File: src/sv/tssw_pkg.sv
//------------------------------------------------------------------------------
// tssw_pkg
// Shared types and constants of the triangle scanline span walker.
//------------------------------------------------------------------------------
package tssw_pkg;

    localparam int NUM_REGS = 6;

    localparam logic [2:0] REG_AX = 3'd0;
    localparam logic [2:0] REG_AY = 3'd1;
    localparam logic [2:0] REG_BX = 3'd2;
    localparam logic [2:0] REG_BY = 3'd3;
    localparam logic [2:0] REG_CX = 3'd4;
    localparam logic [2:0] REG_CY = 3'd5;

    typedef struct packed {
        logic restart;
    } tssw_req_t;

endpackage

File: src/sv/triangle_scanline_span_walker_top.sv
//------------------------------------------------------------------------------
// triangle_scanline_span_walker_top
// Bresenham scanline triangle fill: returns one scanline span per request.
//------------------------------------------------------------------------------
// The three vertices are written through the APB port (registers a_x, a_y,
// b_x, b_y, c_x, c_y at byte addresses 0 to 20). A request with restart high
// latches and sorts them and returns the first span; restart low returns the
// next span, or once the walk has ended a span with span_valid low in the cycle
// after it is taken. Requests enter a two entry queue (push/full); spans
// leave through an output register (empty/pop). A taken request passes
// S_START, the walk of edge one (S_E1) and of the long edge (S_E2), and S_FIN
// registers the span. An edge takes its loop checks, error subtractions and x
// steps one after another, and leaving a steep edge is a step of its own. A
// restart adds sorting (S_SORT) and setup (S_SETUP), a flat top also passes
// S_LOWER, and the switch to the lower half passes S_LOWER before the next
// request is taken. The next request is taken only after the previous span
// is handed over. Reset clears the vertices to zero, ends any walk and empties
// both queues. While pop is low the finished span is held and the walker waits.
//------------------------------------------------------------------------------
module triangle_scanline_span_walker_top
    import tssw_pkg::*;
#(
    parameter int COORD_BITS = 12
)
(
    input  logic                         clk,
    input  logic                         rst_n,
    input  logic                         psel,
    input  logic                         penable,
    input  logic                         pwrite,
    input  logic [4:0]                   paddr,
    input  logic [31:0]                  pwdata,
    output logic [31:0]                  prdata,
    output logic                         pready,
    input  logic                         push,
    output logic                         full,
    input  logic                         restart,
    output logic                         empty,
    input  logic                         pop,
    output logic signed [COORD_BITS-1:0] row,
    output logic signed [COORD_BITS-1:0] span_left,
    output logic signed [COORD_BITS-1:0] span_right,
    output logic                         span_valid,
    output logic                         last_span
);

    logic [COORD_BITS-1:0] cfg_reg [NUM_REGS];
    logic [2:0]            ridx;
    logic                  req_valid;
    logic                  req_take;
    tssw_req_t             req;

    assign pready = 1'b1;
    assign ridx   = paddr[4:2];

    always_ff @(posedge clk or negedge rst_n)
    begin
        if (!rst_n)
        begin
            for (int k = 0; k < NUM_REGS; k++)
            begin
                cfg_reg[k] <= '0;
            end
        end
        else if (psel && penable && pwrite)
        begin
            case (ridx)
                REG_AX, REG_AY, REG_BX, REG_BY, REG_CX, REG_CY:
                    cfg_reg[ridx] <= pwdata[COORD_BITS-1:0];
                default: ;
            endcase
        end
    end

    always_comb
    begin
        prdata = '0;
        case (ridx)
            REG_AX, REG_AY, REG_BX, REG_BY, REG_CX, REG_CY:
                prdata = 32'(cfg_reg[ridx]);
            default: prdata = '0;
        endcase
    end

    tssw_front u_front (
        .clk       (clk),
        .rst_n     (rst_n),
        .push      (push),
        .full      (full),
        .restart   (restart),
        .req_valid (req_valid),
        .req       (req),
        .req_take  (req_take)
    );

    tssw_walker #(.CB(COORD_BITS)) u_walker (
        .clk        (clk),
        .rst_n      (rst_n),
        .cfg_reg    (cfg_reg),
        .req_valid  (req_valid),
        .req        (req),
        .req_take   (req_take),
        .empty      (empty),
        .pop        (pop),
        .row        (row),
        .span_left  (span_left),
        .span_right (span_right),
        .span_valid (span_valid),
        .last_span  (last_span)
    );

endmodule

File: src/sv/tssw_front.sv
//------------------------------------------------------------------------------
// tssw_front
// Accepts step requests and holds them in a two entry queue for the walker.
//------------------------------------------------------------------------------
module tssw_front
    import tssw_pkg::*;
(
    input  logic      clk,
    input  logic      rst_n,
    input  logic      push,
    output logic      full,
    input  logic      restart,
    output logic      req_valid,
    output tssw_req_t req,
    input  logic      req_take
);

    tssw_req_t   slot_reg [2];
    logic        wp_reg;
    logic        rp_reg;
    logic [1:0]  cnt_reg;
    logic        do_push;
    logic        do_pop;

    assign full      = (cnt_reg == 2'd2);
    assign req_valid = (cnt_reg != 2'd0);
    assign req       = slot_reg[rp_reg];
    assign do_push   = push && !full;
    assign do_pop    = req_take && req_valid;

    always_ff @(posedge clk or negedge rst_n)
    begin
        if (!rst_n)
        begin
            wp_reg  <= 1'b0;
            rp_reg  <= 1'b0;
            cnt_reg <= 2'd0;
        end
        else
        begin
            if (do_push)
            begin
                wp_reg <= ~wp_reg;
            end
            if (do_pop)
            begin
                rp_reg <= ~rp_reg;
            end
            cnt_reg <= cnt_reg + {1'b0, do_push} - {1'b0, do_pop};
        end
    end

    always_ff @(posedge clk)
    begin
        if (do_push)
        begin
            slot_reg[wp_reg].restart <= restart;
        end
    end

endmodule

File: src/sv/tssw_walker.sv
//------------------------------------------------------------------------------
// tssw_walker
// Sorts the vertices and steps the two Bresenham edges one move per cycle.
//------------------------------------------------------------------------------
module tssw_walker
    import tssw_pkg::*;
#(
    parameter int CB = 12
)
(
    input  logic                 clk,
    input  logic                 rst_n,
    input  logic [CB-1:0]        cfg_reg [NUM_REGS],
    input  logic                 req_valid,
    input  tssw_req_t            req,
    output logic                 req_take,
    output logic                 empty,
    input  logic                 pop,
    output logic signed [CB-1:0] row,
    output logic signed [CB-1:0] span_left,
    output logic signed [CB-1:0] span_right,
    output logic                 span_valid,
    output logic                 last_span
);

    localparam int W = CB + 3;

    typedef enum logic [7:0] {
        S_IDLE  = 8'b00000001,
        S_SORT  = 8'b00000010,
        S_SETUP = 8'b00000100,
        S_START = 8'b00001000,
        S_E1    = 8'b00010000,
        S_E2    = 8'b00100000,
        S_FIN   = 8'b01000000,
        S_LOWER = 8'b10000000
    } st_t;

    st_t                st_reg, st_next;
    logic signed [W-1:0] vx_reg [3];
    logic signed [W-1:0] vy_reg [3];
    logic [1:0]          sort_reg;
    logic signed [W-1:0] x1_reg, x2_reg, row_reg, lo_reg, hi_reg;
    logic signed [W-1:0] e1_reg, e2_reg, d1_reg, n1_reg, d2_reg, n2_reg;
    logic signed [W-1:0] i_reg;
    logic                neg1_reg, neg2_reg, sw1_reg, sw2_reg;
    logic signed [W-1:0] p1_reg, p2_reg;
    logic                inner1_reg, inner2_reg;
    logic [1:0]          phase_reg;
    logic                outv_reg;
    logic signed [CB-1:0] orow_reg, olo_reg, ohi_reg;
    logic                ovalid_reg, olast_reg;

    logic signed [W-1:0] s1, s2, ldx, ldy, dx1, dy1, dx2, dy2;
    logic signed [W-1:0] e1n, e2n;
    logic                upper;

    assign s1    = neg1_reg ? -W'(1) : W'(1);
    assign s2    = neg2_reg ? -W'(1) : W'(1);
    assign upper = (phase_reg == 2'd1);
    assign e1n   = e1_reg + n1_reg;
    assign e2n   = e2_reg + n2_reg;

    assign dx1 = vx_reg[1] - vx_reg[0];
    assign dy1 = vy_reg[1] - vy_reg[0];
    assign dx2 = vx_reg[2] - vx_reg[0];
    assign dy2 = vy_reg[2] - vy_reg[0];
    assign ldx = vx_reg[2] - vx_reg[1];
    assign ldy = vy_reg[2] - vy_reg[1];

    assign req_take   = (st_reg == S_IDLE) && !outv_reg && req_valid;
    assign empty      = !outv_reg;
    assign row        = orow_reg;
    assign span_left  = olo_reg;
    assign span_right = ohi_reg;
    assign span_valid = ovalid_reg;
    assign last_span  = olast_reg;

    function automatic logic signed [W-1:0] absv(input logic signed [W-1:0] v);
        return v[W-1] ? -v : v;
    endfunction

    function automatic logic signed [W-1:0] smin(input logic signed [W-1:0] a,
                                                 input logic signed [W-1:0] b);
        return (a < b) ? a : b;
    endfunction

    function automatic logic signed [W-1:0] smax(input logic signed [W-1:0] a,
                                                 input logic signed [W-1:0] b);
        return (a > b) ? a : b;
    endfunction

    always_comb
    begin
        st_next = st_reg;
        case (st_reg)
            S_IDLE:  st_next = st_reg;
            S_SORT:  st_next = (sort_reg == 2'd2) ? S_SETUP : S_SORT;
            S_SETUP: st_next = S_START;
            default: st_next = st_reg;
        endcase
    end

    always_ff @(posedge clk or negedge rst_n)
    begin
        if (!rst_n)
        begin
            st_reg     <= S_IDLE;
            phase_reg  <= 2'd0;
            outv_reg   <= 1'b0;
            sort_reg   <= 2'd0;
            for (int k = 0; k < 3; k++)
            begin
                vx_reg[k] <= '0;
                vy_reg[k] <= '0;
            end
            {x1_reg, x2_reg, row_reg, lo_reg, hi_reg} <= '0;
            {e1_reg, e2_reg, d1_reg, n1_reg, d2_reg, n2_reg, i_reg} <= '0;
            {neg1_reg, neg2_reg, sw1_reg, sw2_reg} <= '0;
            {p1_reg, p2_reg} <= '0;
            {inner1_reg, inner2_reg} <= '0;
            {orow_reg, olo_reg, ohi_reg, ovalid_reg, olast_reg} <= '0;
        end
        else
        begin
            if (outv_reg && pop)
            begin
                outv_reg <= 1'b0;
            end
            case (st_reg)
                S_IDLE:
                begin
                    if (req_take)
                    begin
                        if (req.restart)
                        begin
                            for (int k = 0; k < 3; k++)
                            begin
                                vx_reg[k] <= W'(signed'(cfg_reg[2*k]));
                                vy_reg[k] <= W'(signed'(cfg_reg[2*k+1]));
                            end
                            sort_reg <= 2'd0;
                            st_reg   <= S_SORT;
                        end
                        else if (phase_reg == 2'd0)
                        begin
                            {orow_reg, olo_reg, ohi_reg, ovalid_reg, olast_reg} <= '0;
                            outv_reg <= 1'b1;
                        end
                        else
                        begin
                            st_reg <= S_START;
                        end
                    end
                end
                S_SORT:
                begin
                    sort_reg <= sort_reg + 2'd1;
                    if (sort_reg == 2'd0 && vy_reg[0] > vy_reg[1])
                    begin
                        vx_reg[0] <= vx_reg[1]; vx_reg[1] <= vx_reg[0];
                        vy_reg[0] <= vy_reg[1]; vy_reg[1] <= vy_reg[0];
                    end
                    if (sort_reg == 2'd1 && vy_reg[0] > vy_reg[2])
                    begin
                        vx_reg[0] <= vx_reg[2]; vx_reg[2] <= vx_reg[0];
                        vy_reg[0] <= vy_reg[2]; vy_reg[2] <= vy_reg[0];
                    end
                    if (sort_reg == 2'd2 && vy_reg[1] > vy_reg[2])
                    begin
                        vx_reg[1] <= vx_reg[2]; vx_reg[2] <= vx_reg[1];
                        vy_reg[1] <= vy_reg[2]; vy_reg[2] <= vy_reg[1];
                    end
                    st_reg <= st_next;
                end
                S_SETUP:
                begin
                    x1_reg  <= vx_reg[0];
                    x2_reg  <= vx_reg[0];
                    row_reg <= vy_reg[0];
                    neg2_reg <= dx2[W-1];
                    sw2_reg  <= (dy2 > absv(dx2));
                    d2_reg   <= (dy2 > absv(dx2)) ? dy2 : absv(dx2);
                    n2_reg   <= (dy2 > absv(dx2)) ? absv(dx2) : dy2;
                    e2_reg   <= ((dy2 > absv(dx2)) ? dy2 : absv(dx2)) >>> 1;
                    i_reg    <= '0;
                    if (vy_reg[0] == vy_reg[1])
                    begin
                        phase_reg <= 2'd2;
                        st_reg    <= S_LOWER;
                    end
                    else
                    begin
                        neg1_reg  <= dx1[W-1];
                        sw1_reg   <= (dy1 > absv(dx1));
                        d1_reg    <= (dy1 > absv(dx1)) ? dy1 : absv(dx1);
                        n1_reg    <= (dy1 > absv(dx1)) ? absv(dx1) : dy1;
                        e1_reg    <= ((dy1 > absv(dx1)) ? dy1 : absv(dx1)) >>> 1;
                        phase_reg <= 2'd1;
                        st_reg    <= st_next;
                    end
                end
                S_LOWER:
                begin
                    // A flat top walks on at once; from the upper half the next
                    // request is awaited.
                    neg1_reg  <= ldx[W-1];
                    sw1_reg   <= (ldy > absv(ldx));
                    d1_reg    <= (ldy > absv(ldx)) ? ldy : absv(ldx);
                    n1_reg    <= (ldy > absv(ldx)) ? absv(ldx) : ldy;
                    e1_reg    <= ((ldy > absv(ldx)) ? ldy : absv(ldx)) >>> 1;
                    x1_reg    <= vx_reg[1];
                    i_reg     <= '0;
                    phase_reg <= 2'd2;
                    st_reg    <= (phase_reg == 2'd2) ? S_START : S_IDLE;
                end
                S_START:
                begin
                    lo_reg     <= smin(x1_reg, x2_reg);
                    hi_reg     <= smax(x1_reg, x2_reg);
                    p1_reg     <= '0;
                    p2_reg     <= '0;
                    inner1_reg <= 1'b0;
                    st_reg     <= S_E1;
                end
                S_E1:
                begin
                    // One outer or inner iteration of the edge one loop per cycle.
                    if (!inner1_reg)
                    begin
                        if (!(i_reg < d1_reg))
                        begin
                            st_reg     <= S_E2;
                            inner2_reg <= 1'b0;
                        end
                        else
                        begin
                            if (upper)
                            begin
                                i_reg <= i_reg + W'(1);
                            end
                            e1_reg     <= e1n;
                            inner1_reg <= 1'b1;
                        end
                    end
                    else if (e1_reg >= d1_reg)
                    begin
                        e1_reg <= e1_reg - d1_reg;
                        if (sw1_reg)
                        begin
                            p1_reg <= s1;
                            if (!upper)
                            begin
                                st_reg <= S_E2; inner2_reg <= 1'b0;
                            end
                        end
                        else
                        begin
                            st_reg <= S_E2; inner2_reg <= 1'b0;
                        end
                    end
                    else if (sw1_reg)
                    begin
                        st_reg <= S_E2; inner2_reg <= 1'b0;
                    end
                    else
                    begin
                        x1_reg     <= x1_reg + s1;
                        lo_reg     <= smin(lo_reg, x1_reg + s1);
                        hi_reg     <= smax(hi_reg, x1_reg + s1);
                        inner1_reg <= 1'b0;
                        if (!upper && (i_reg < d1_reg))
                        begin
                            i_reg <= i_reg + W'(1);
                        end
                    end
                end
                S_E2:
                begin
                    if (!inner2_reg)
                    begin
                        if (!upper && x2_reg == vx_reg[2])
                        begin
                            st_reg <= S_FIN;
                        end
                        else
                        begin
                            e2_reg     <= e2n;
                            inner2_reg <= 1'b1;
                        end
                    end
                    else if (e2_reg >= d2_reg)
                    begin
                        e2_reg <= e2_reg - d2_reg;
                        if (sw2_reg)
                        begin
                            p2_reg <= s2;
                        end
                        else
                        begin
                            st_reg <= S_FIN;
                        end
                    end
                    else if (sw2_reg)
                    begin
                        st_reg <= S_FIN;
                    end
                    else
                    begin
                        x2_reg     <= x2_reg + s2;
                        lo_reg     <= smin(lo_reg, x2_reg + s2);
                        hi_reg     <= smax(hi_reg, x2_reg + s2);
                        inner2_reg <= 1'b0;
                    end
                end
                S_FIN:
                begin
                    if (!outv_reg)
                    begin
                        orow_reg   <= CB'(row_reg);
                        olo_reg    <= CB'(lo_reg);
                        ohi_reg    <= CB'(hi_reg);
                        ovalid_reg <= 1'b1;
                        outv_reg   <= 1'b1;
                        x1_reg  <= x1_reg + (sw1_reg ? W'(0) : s1) + p1_reg;
                        x2_reg  <= x2_reg + (sw2_reg ? W'(0) : s2) + p2_reg;
                        row_reg <= row_reg + W'(1);
                        if (upper)
                        begin
                            olast_reg <= 1'b0;
                            st_reg    <= (row_reg + W'(1) == vy_reg[1] || !(i_reg < d1_reg))
                                         ? S_LOWER : S_IDLE;
                        end
                        else if (row_reg + W'(1) > vy_reg[2])
                        begin
                            olast_reg <= 1'b1;
                            phase_reg <= 2'd0;
                            st_reg    <= S_IDLE;
                        end
                        else
                        begin
                            i_reg     <= i_reg + W'(1);
                            olast_reg <= (i_reg + W'(1) > d1_reg);
                            if (i_reg + W'(1) > d1_reg)
                            begin
                                phase_reg <= 2'd0;
                            end
                            st_reg    <= S_IDLE;
                        end
                    end
                end
                default: st_reg <= S_IDLE;
            endcase
        end
    end

endmodule

File: config.mk
export PLATFORM = sky130hd
export DESIGN_NAME = triangle_scanline_span_walker_top
export DESIGN_NICKNAME = d
export VERILOG_FILES = /design/src/sv/tssw_pkg.sv /design/src/sv/triangle_scanline_span_walker_top.sv /design/src/sv/tssw_front.sv /design/src/sv/tssw_walker.sv
export SDC_FILE = /design/constraint.sdc
export NUM_CORES = 2
export LEC_CHECK = 0
export BUFFER_PORTS_ARGS = -buffer_cell sky130_fd_sc_hd__buf_4
export CORE_AREA = 2 2 288 290
export CTS_BUF_LIST = sky130_fd_sc_hd__clkbuf_8
export DETAILED_ROUTE_END_ITERATION = 8
export DIE_AREA = 0 0 290 292
export HOLD_SLACK_MARGIN = 0.06
export SYNTH_ARGS = -nofsm -noshare
export SYNTH_HDL_FRONTEND = slang
export SYNTH_SLANG_ARGS = --single-unit
File: constraint.sdc
create_clock -name clk -period 12.15 [get_ports clk]
set_input_delay 2.43 -clock clk [delete_from_list [all_inputs] [get_ports clk]]
set_output_delay 2.43 -clock clk [all_outputs]
set_load 0.01 [all_outputs]
* Yosys cells after proc, flatten, opt, wreduce, memory -nomap -nowiden
Memories as Yosys holds them, arrays and structs flattened. Index checks and enable logic that the tools add are counted. Widths: inputs -> output; s select.
Storage, ports and cells: bits in registers 433, latch bits 0, bits in writable memories 2, ROM bits 0, bits of input ports 45, logic and storage cells 385, memories kept 1
Cells by class: $add $sub $neg 24, $mul 0, divide/modulo/power cells 0, order comparisons 19, equal/unequal tests 62, shifts and indexed selects 0, multiplexer cells 174, bitwise gates (word level) 3, reduce and logical (&&, ||, !) cells 58
Memories:
- u_front.slot_reg | depth 2, bits a word 1, rd ports 1, clocked after memory_dff 0, wr ports 1, RTL line tssw_front.sv:18 | tssw_req_t slot_reg [2];
Operators with widths (count):
- $mux 15 | 68
- $pmux 15 s3 | 5
- $mux 45 | 4
- $pmux 15 s2 | 6
- $pmux 45 s2 | 2
- $gt 15x15->1 | 11
- $mux 8 | 19
- $add 15x15->15 | 8
- $mux 12 | 10
- $mux 30 | 4
- $sub 15x15->15 | 8
- $bwmux 72 | 1
- $pmux 12 s2 | 3
- $pmux 8 s8 | 1
- $lt 15x15->1 | 4
- $pmux 15 s4 | 1
- $eq 15x15->1 | 3
- $neg 15->15 | 3
- $bmux 12 s3 | 1
- $demux 12 s3 | 1
- $reduce_and 9->1 | 4
- $ne 2x2->1 const B | 16
- $reduce_and 4->1 | 8
- $add 15x2->15 const B | 2
- other kinds (48) | 147

* Longest topological paths before layout
depth after elaboration 8, gate-level depth with buffers 29

* Hierarchy
Synthesis repeated with hierarchy kept, for this count alone.
Second synthesis, totals: cell total of the unflattened synthesis 4046, area, all modules 35572.9 um^2
By module, submodules not included:
- tssw_walker | times used 1, cells an instance 3768, area each 31709.2 um^2, sequential area each 8284.2 um^2
- triangle_scanline_span_walker_top | times used 1, cells an instance 257, area each 3587.2 um^2, sequential area each 1801.7 um^2
- tssw_front | times used 1, cells an instance 21, area each 276.5 um^2, sequential area each 160.2 um^2

* Least setup slack after synthesis
No wires, ideal clock.
path kind input to output, start input paddr[3], end output prdata[10], arrival 3.976 ns, path slack 5.744 ns, stages 5, path through clkbuf_1 buf_1 mux4_2 inv_1 o22ai_1
On the way: word-level cells in the longest chain between the ends 5
RTL lines:
- from (decl) | RTL line triangle_scanline_span_walker_top.sv:31 | input logic [4:0] paddr,
- $not 3->4 (not written as such) | RTL line triangle_scanline_span_walker_top.sv:80 | prdata = 32'(cfg_reg[ridx]);
- $bmux 12 s3 | RTL line triangle_scanline_span_walker_top.sv:80
- $mux 12 (not written as such) (2 in series) | RTL line triangle_scanline_span_walker_top.sv:80
- $mux 12 (*) | RTL line triangle_scanline_span_walker_top.sv:78 | case (ridx)
- to (decl) | RTL line triangle_scanline_span_walker_top.sv:33 | output logic [31:0] prdata,
Every way passes the cells marked *; elsewhere a longest branch is shown, timed or not. The select of a mux whose other input is x is not followed.

* Worst setup path in the final report
start register u_walker.vx_reg[0] in the netlist's numbering, end register u_walker.e1_reg[7]
On the way: word-level cells in the longest chain between the ends 6
RTL lines:
- from (decl) | RTL line tssw_walker.sv:40 | logic signed [W-1:0] vx_reg [3];
- from (signal, indexed assignment) | RTL line tssw_walker.sv:139 | vx_reg[k] <= W'(signed'(cfg_reg[2*k]));
- $sub 15x15->15 (*) | RTL line tssw_walker.sv:68 | assign ldx = vx_reg[2] - vx_reg[1];
- $neg 15->15 | RTL line tssw_walker.sv:80 | return v[W-1] ? -v : v;
- $mux 15 (*) | RTL line tssw_walker.sv:80
- $gt 15x15->1 | RTL line tssw_walker.sv:211 | e1_reg <= ((ldy > absv(ldx)) ? ldy : absv(ldx)) >>> 1;
- $mux 15 (*) | RTL line tssw_walker.sv:211
- $pmux 15 s3 (*) | RTL line tssw_walker.sv:130 | case (st_reg)
- to (signal assigned) | RTL line tssw_walker.sv:211
- to (signal assigned) | RTL line tssw_walker.sv:242 | e1_reg <= e1n;
- to (signal assigned) | RTL line tssw_walker.sv:248 | e1_reg <= e1_reg - d1_reg;
- to (decl) | RTL line tssw_walker.sv:44 | logic signed [W-1:0] e1_reg, e2_reg, d1_reg, n1_reg, d2_reg, n2_reg;
Every way passes the cells marked *; elsewhere a longest branch is shown, timed or not. A chain may end at the register's enable or synchronous reset.

==> impl_metrics.yaml <==
layout:
  fin_nets: 4725
  areaGrowthSynthToFinish_pct: 9.36
  multi_input_area_um2: 24400
  regArea_um2: 10200
  fillers: 7912
  drive_gt1_frac: 0.104
  largest_register_ffs: 72
  final_util: 0.489
  stdcell_count: 5404
clock_network:
  h-tree-depth: 3
  clk_latency_ps: 750
  root_buffer: "clkbuf_8"
  cts_tree: "yes"
  post_cts_buffers: 0
  path_clk_slew_ps: 70
  cts_buffers: 78
  holdBufCountCts: 0
  cts_resized: 0
  clockBufferDepth: 3
  clock_sinks: 409
synthesis:
  synth_mux_area_frac: 0.0759
  synth_ff_type: "dfrtp_1"
  synth.most_common_cell: "dfrtp_1"
  synth_seq_cells: 409
  synth_fa_ha_area_frac: 0.150
  synthSimpleGateAreaFrac: 0.145
  synth_top_area_share: 0.279
  synth_area_per_cell_um2: 8.58
  synth-compound-area-share: 0.232
  yosysTopAreaCell: "dfrtp_1"
  synth.area.top_cells: "dfrtp_1, ha_1, o21ai_0"
  synthTopCellsByCount: "dfrtp_1, nand2_1, ha_1, nor2_1"
  syn_inst: 4251
  ys_warn_count: 0
  async_reset_ff_frac: 0.995
  ys_seq_area_frac: 0.281
  yosysUniqueCellTypes: 97
  synth_top_family_by_area: "compound AO/OA/AOI/OAI gates"
  synth_edf_count: 2
  synth_xor_area_frac: 0.0611
  synth_area_um2: 36500
floorplanning:
  coreArea_um2: 81600
  io_pins: 118
  die-height_um: 292
  placementRows: 105
  die-area_um2: 84700
  die_w_um: 290
  start_util: 0.447
timing:
  worst_slew_pin_slew_ps: 1170
  final-hold-violation-count: 0
  min_period_ps: 6970
  setup_viol: 0
  finalSetupTns_ps: 0
  fin_crit_sh: 0.574
  slew_headroom: 0.220
  slew_viol_final: 0
  final.setup_skew_ps: 93.4
  clock.fmax_mhz: 143
  rsz0062_at_grt: "false"
route:
  routedWlPerCell_um: 23.1
  drtPass1Iterations: 6
  wl_mm: 125
  viasPerCell: 6.04
  dr.first_iter.drc_count: 2622
  via_count: 32600
  postRouteAntennaNets: 0
  drcViolationCount: 0
critical_path:
  cp.required_ps: 12720
  worstPathArrival_ps: 7540
  critPathBufInv: 3
  slowest_delay_ps: 810
  crit_path_start_kind: "flip-flop"
  cp_cell_sequence: "inv_1, ha_1, inv_1, fa_1, a211o_1, a21oi_1, o311a_1, mux2i_1, or2_1, nand2_1, xnor2_1, inv_1, ha_1, o21ai_0, a21oi_1, nor4_1, nor4_1, a211oi_1, nor2_1, o2111ai_1, a31oi_2, o31ai_1, a221oi_1, o221ai_1"
  crit_type: "reg -> reg"
  reg2reg_setup_slack_ps: 5180
  crit_family: "compound AO/OA/AOI/OAI gates"
  crit_slowest_cell: "a31oi_2"
  rr_endpoint: "u_walker.e1_reg[7]"
  path_max_fanout: 19
  endpoint_kind: "flip-flop"
  rr_worst_depth: 24
  crit_top_cell: "inv_1"
  crit_path_start: "u_walker.vx_reg[0]"
  r2r-start: "u_walker.vx_reg[0]"
min_path:
  hp-start: "u_walker.span_valid"
  whs_endpoint: "u_walker.span_valid"
  hold_path_class: "reg -> reg"
  min_path_cells: 2
place:
  dp.cells: 5259
  place.gp.congestion: 0.948
  port_buffers: 74
  hpwlAfterDp_mm: 95.4
global_route:
  grtUsageTotal: 0.291
  grt_pass1_vias: 31000
  grt_first_pass_wirelength_mm: 190
  grt_overflow: 0
  antenna_found_initial: 2
  grt_max_degree: 83
run:
  drv_cap: 0
run_status:
  status: "completed"
==> how the worst max path moves through the flow <==
stage / slack (ps) / to / depth (start not counted)
floorplan: 5740 / prdata[10] / 5
global placement: 5380 / u_walker.e1_reg[7] / 22
detailed placement: 5320 / u_walker.e1_reg[7] / 24
CTS: 5340 / u_walker.e1_reg[7] / 24
global route: 4740 / u_walker.e1_reg[7] / 24
finish: 5180 / u_walker.e1_reg[7] / 24
==> placed cells by master (no fill, tap or decap), drive strengths merged, types with 47 or more instances in the layout <==
cell type / instances
clkbuf: 99
xor2: 92
o21a: 74
mux2i: 122
inv: 325
a21o: 80
a21oi: 292
ha: 369
xnor2: 159
a211oi: 65
nand2: 374
nor3: 68
o211ai: 47
nor2: 324
nand3: 63
a31oi: 58
buf: 134
dfrtp: 406
o21ai: 303
mux2: 113
==> kinds of logic (layout without fill, tap and decap cells) <==
kind of cell | Yosys count | after routing
compound gates | 1284 | 1284
simple gates | 1134 | 1134
buf+inv | 512 | 573
fa+ha+maj | 411 | 411
flops | 409 | 409
xor+xnor | 252 | 252
mux | 247 | 247
other cells | 2 | 24
==> layer usage <==
metal | track usage | up-vias | share of wire
li1 | - | 15500 | -
met1 | 0.397 | 15800 | 0.44
met2 | 0.462 | 1145 | 0.45
met3 | 0.0466 | 265 | 0.072
met4 | 0.113 | 0 | 0.041
met5 | 0 | - | 0
==> cell type report <==
type / count / share of cell area
multi-input combinational: 3349 / 0.613
sequential: 409 / 0.257
clock buffer: 99 / 0.0342
tap: 1070 / 0.0336
inverter: 297 / 0.0279
timing repair buffer: 134 / 0.0254
clock inverter: 43 / 0.00922
antenna: 3 / 0.000188
==> worst register-to-register path, stage by stage, from the launching register on <==
cell and delay [ps]:
dfrtp_1 460, inv_1 140, ha_1 170, inv_1 50, fa_1 430, a211o_1 350, a21oi_1 170, o311a_1 210
mux2i_1 280, or2_1 520, nand2_1 140, xnor2_1 480, inv_1 190, ha_1 360, o21ai_0 100, a21oi_1 120
nor4_1 60, nor4_1 290, a211oi_1 110, nor2_1 150, o2111ai_1 210, a31oi_2 810, o31ai_1 210, a221oi_1 660
o221ai_1 190
==> through the flow <==
step           setup slack, ps  hold WS, ps  area (µm²)
6_report                  5180          478       39900
3_3_place_gp              5380          464       38200
4_1_cts                   5340          483       39900
2_1_floorplan             5740          447       36500
3_5_place_dp              5320          469       38200
5_1_grt                   4740          501       39900
Power is left out: the tool's default activity adds up to more than one toggle a clock period on the data nets, which glitch-free logic cannot reach.
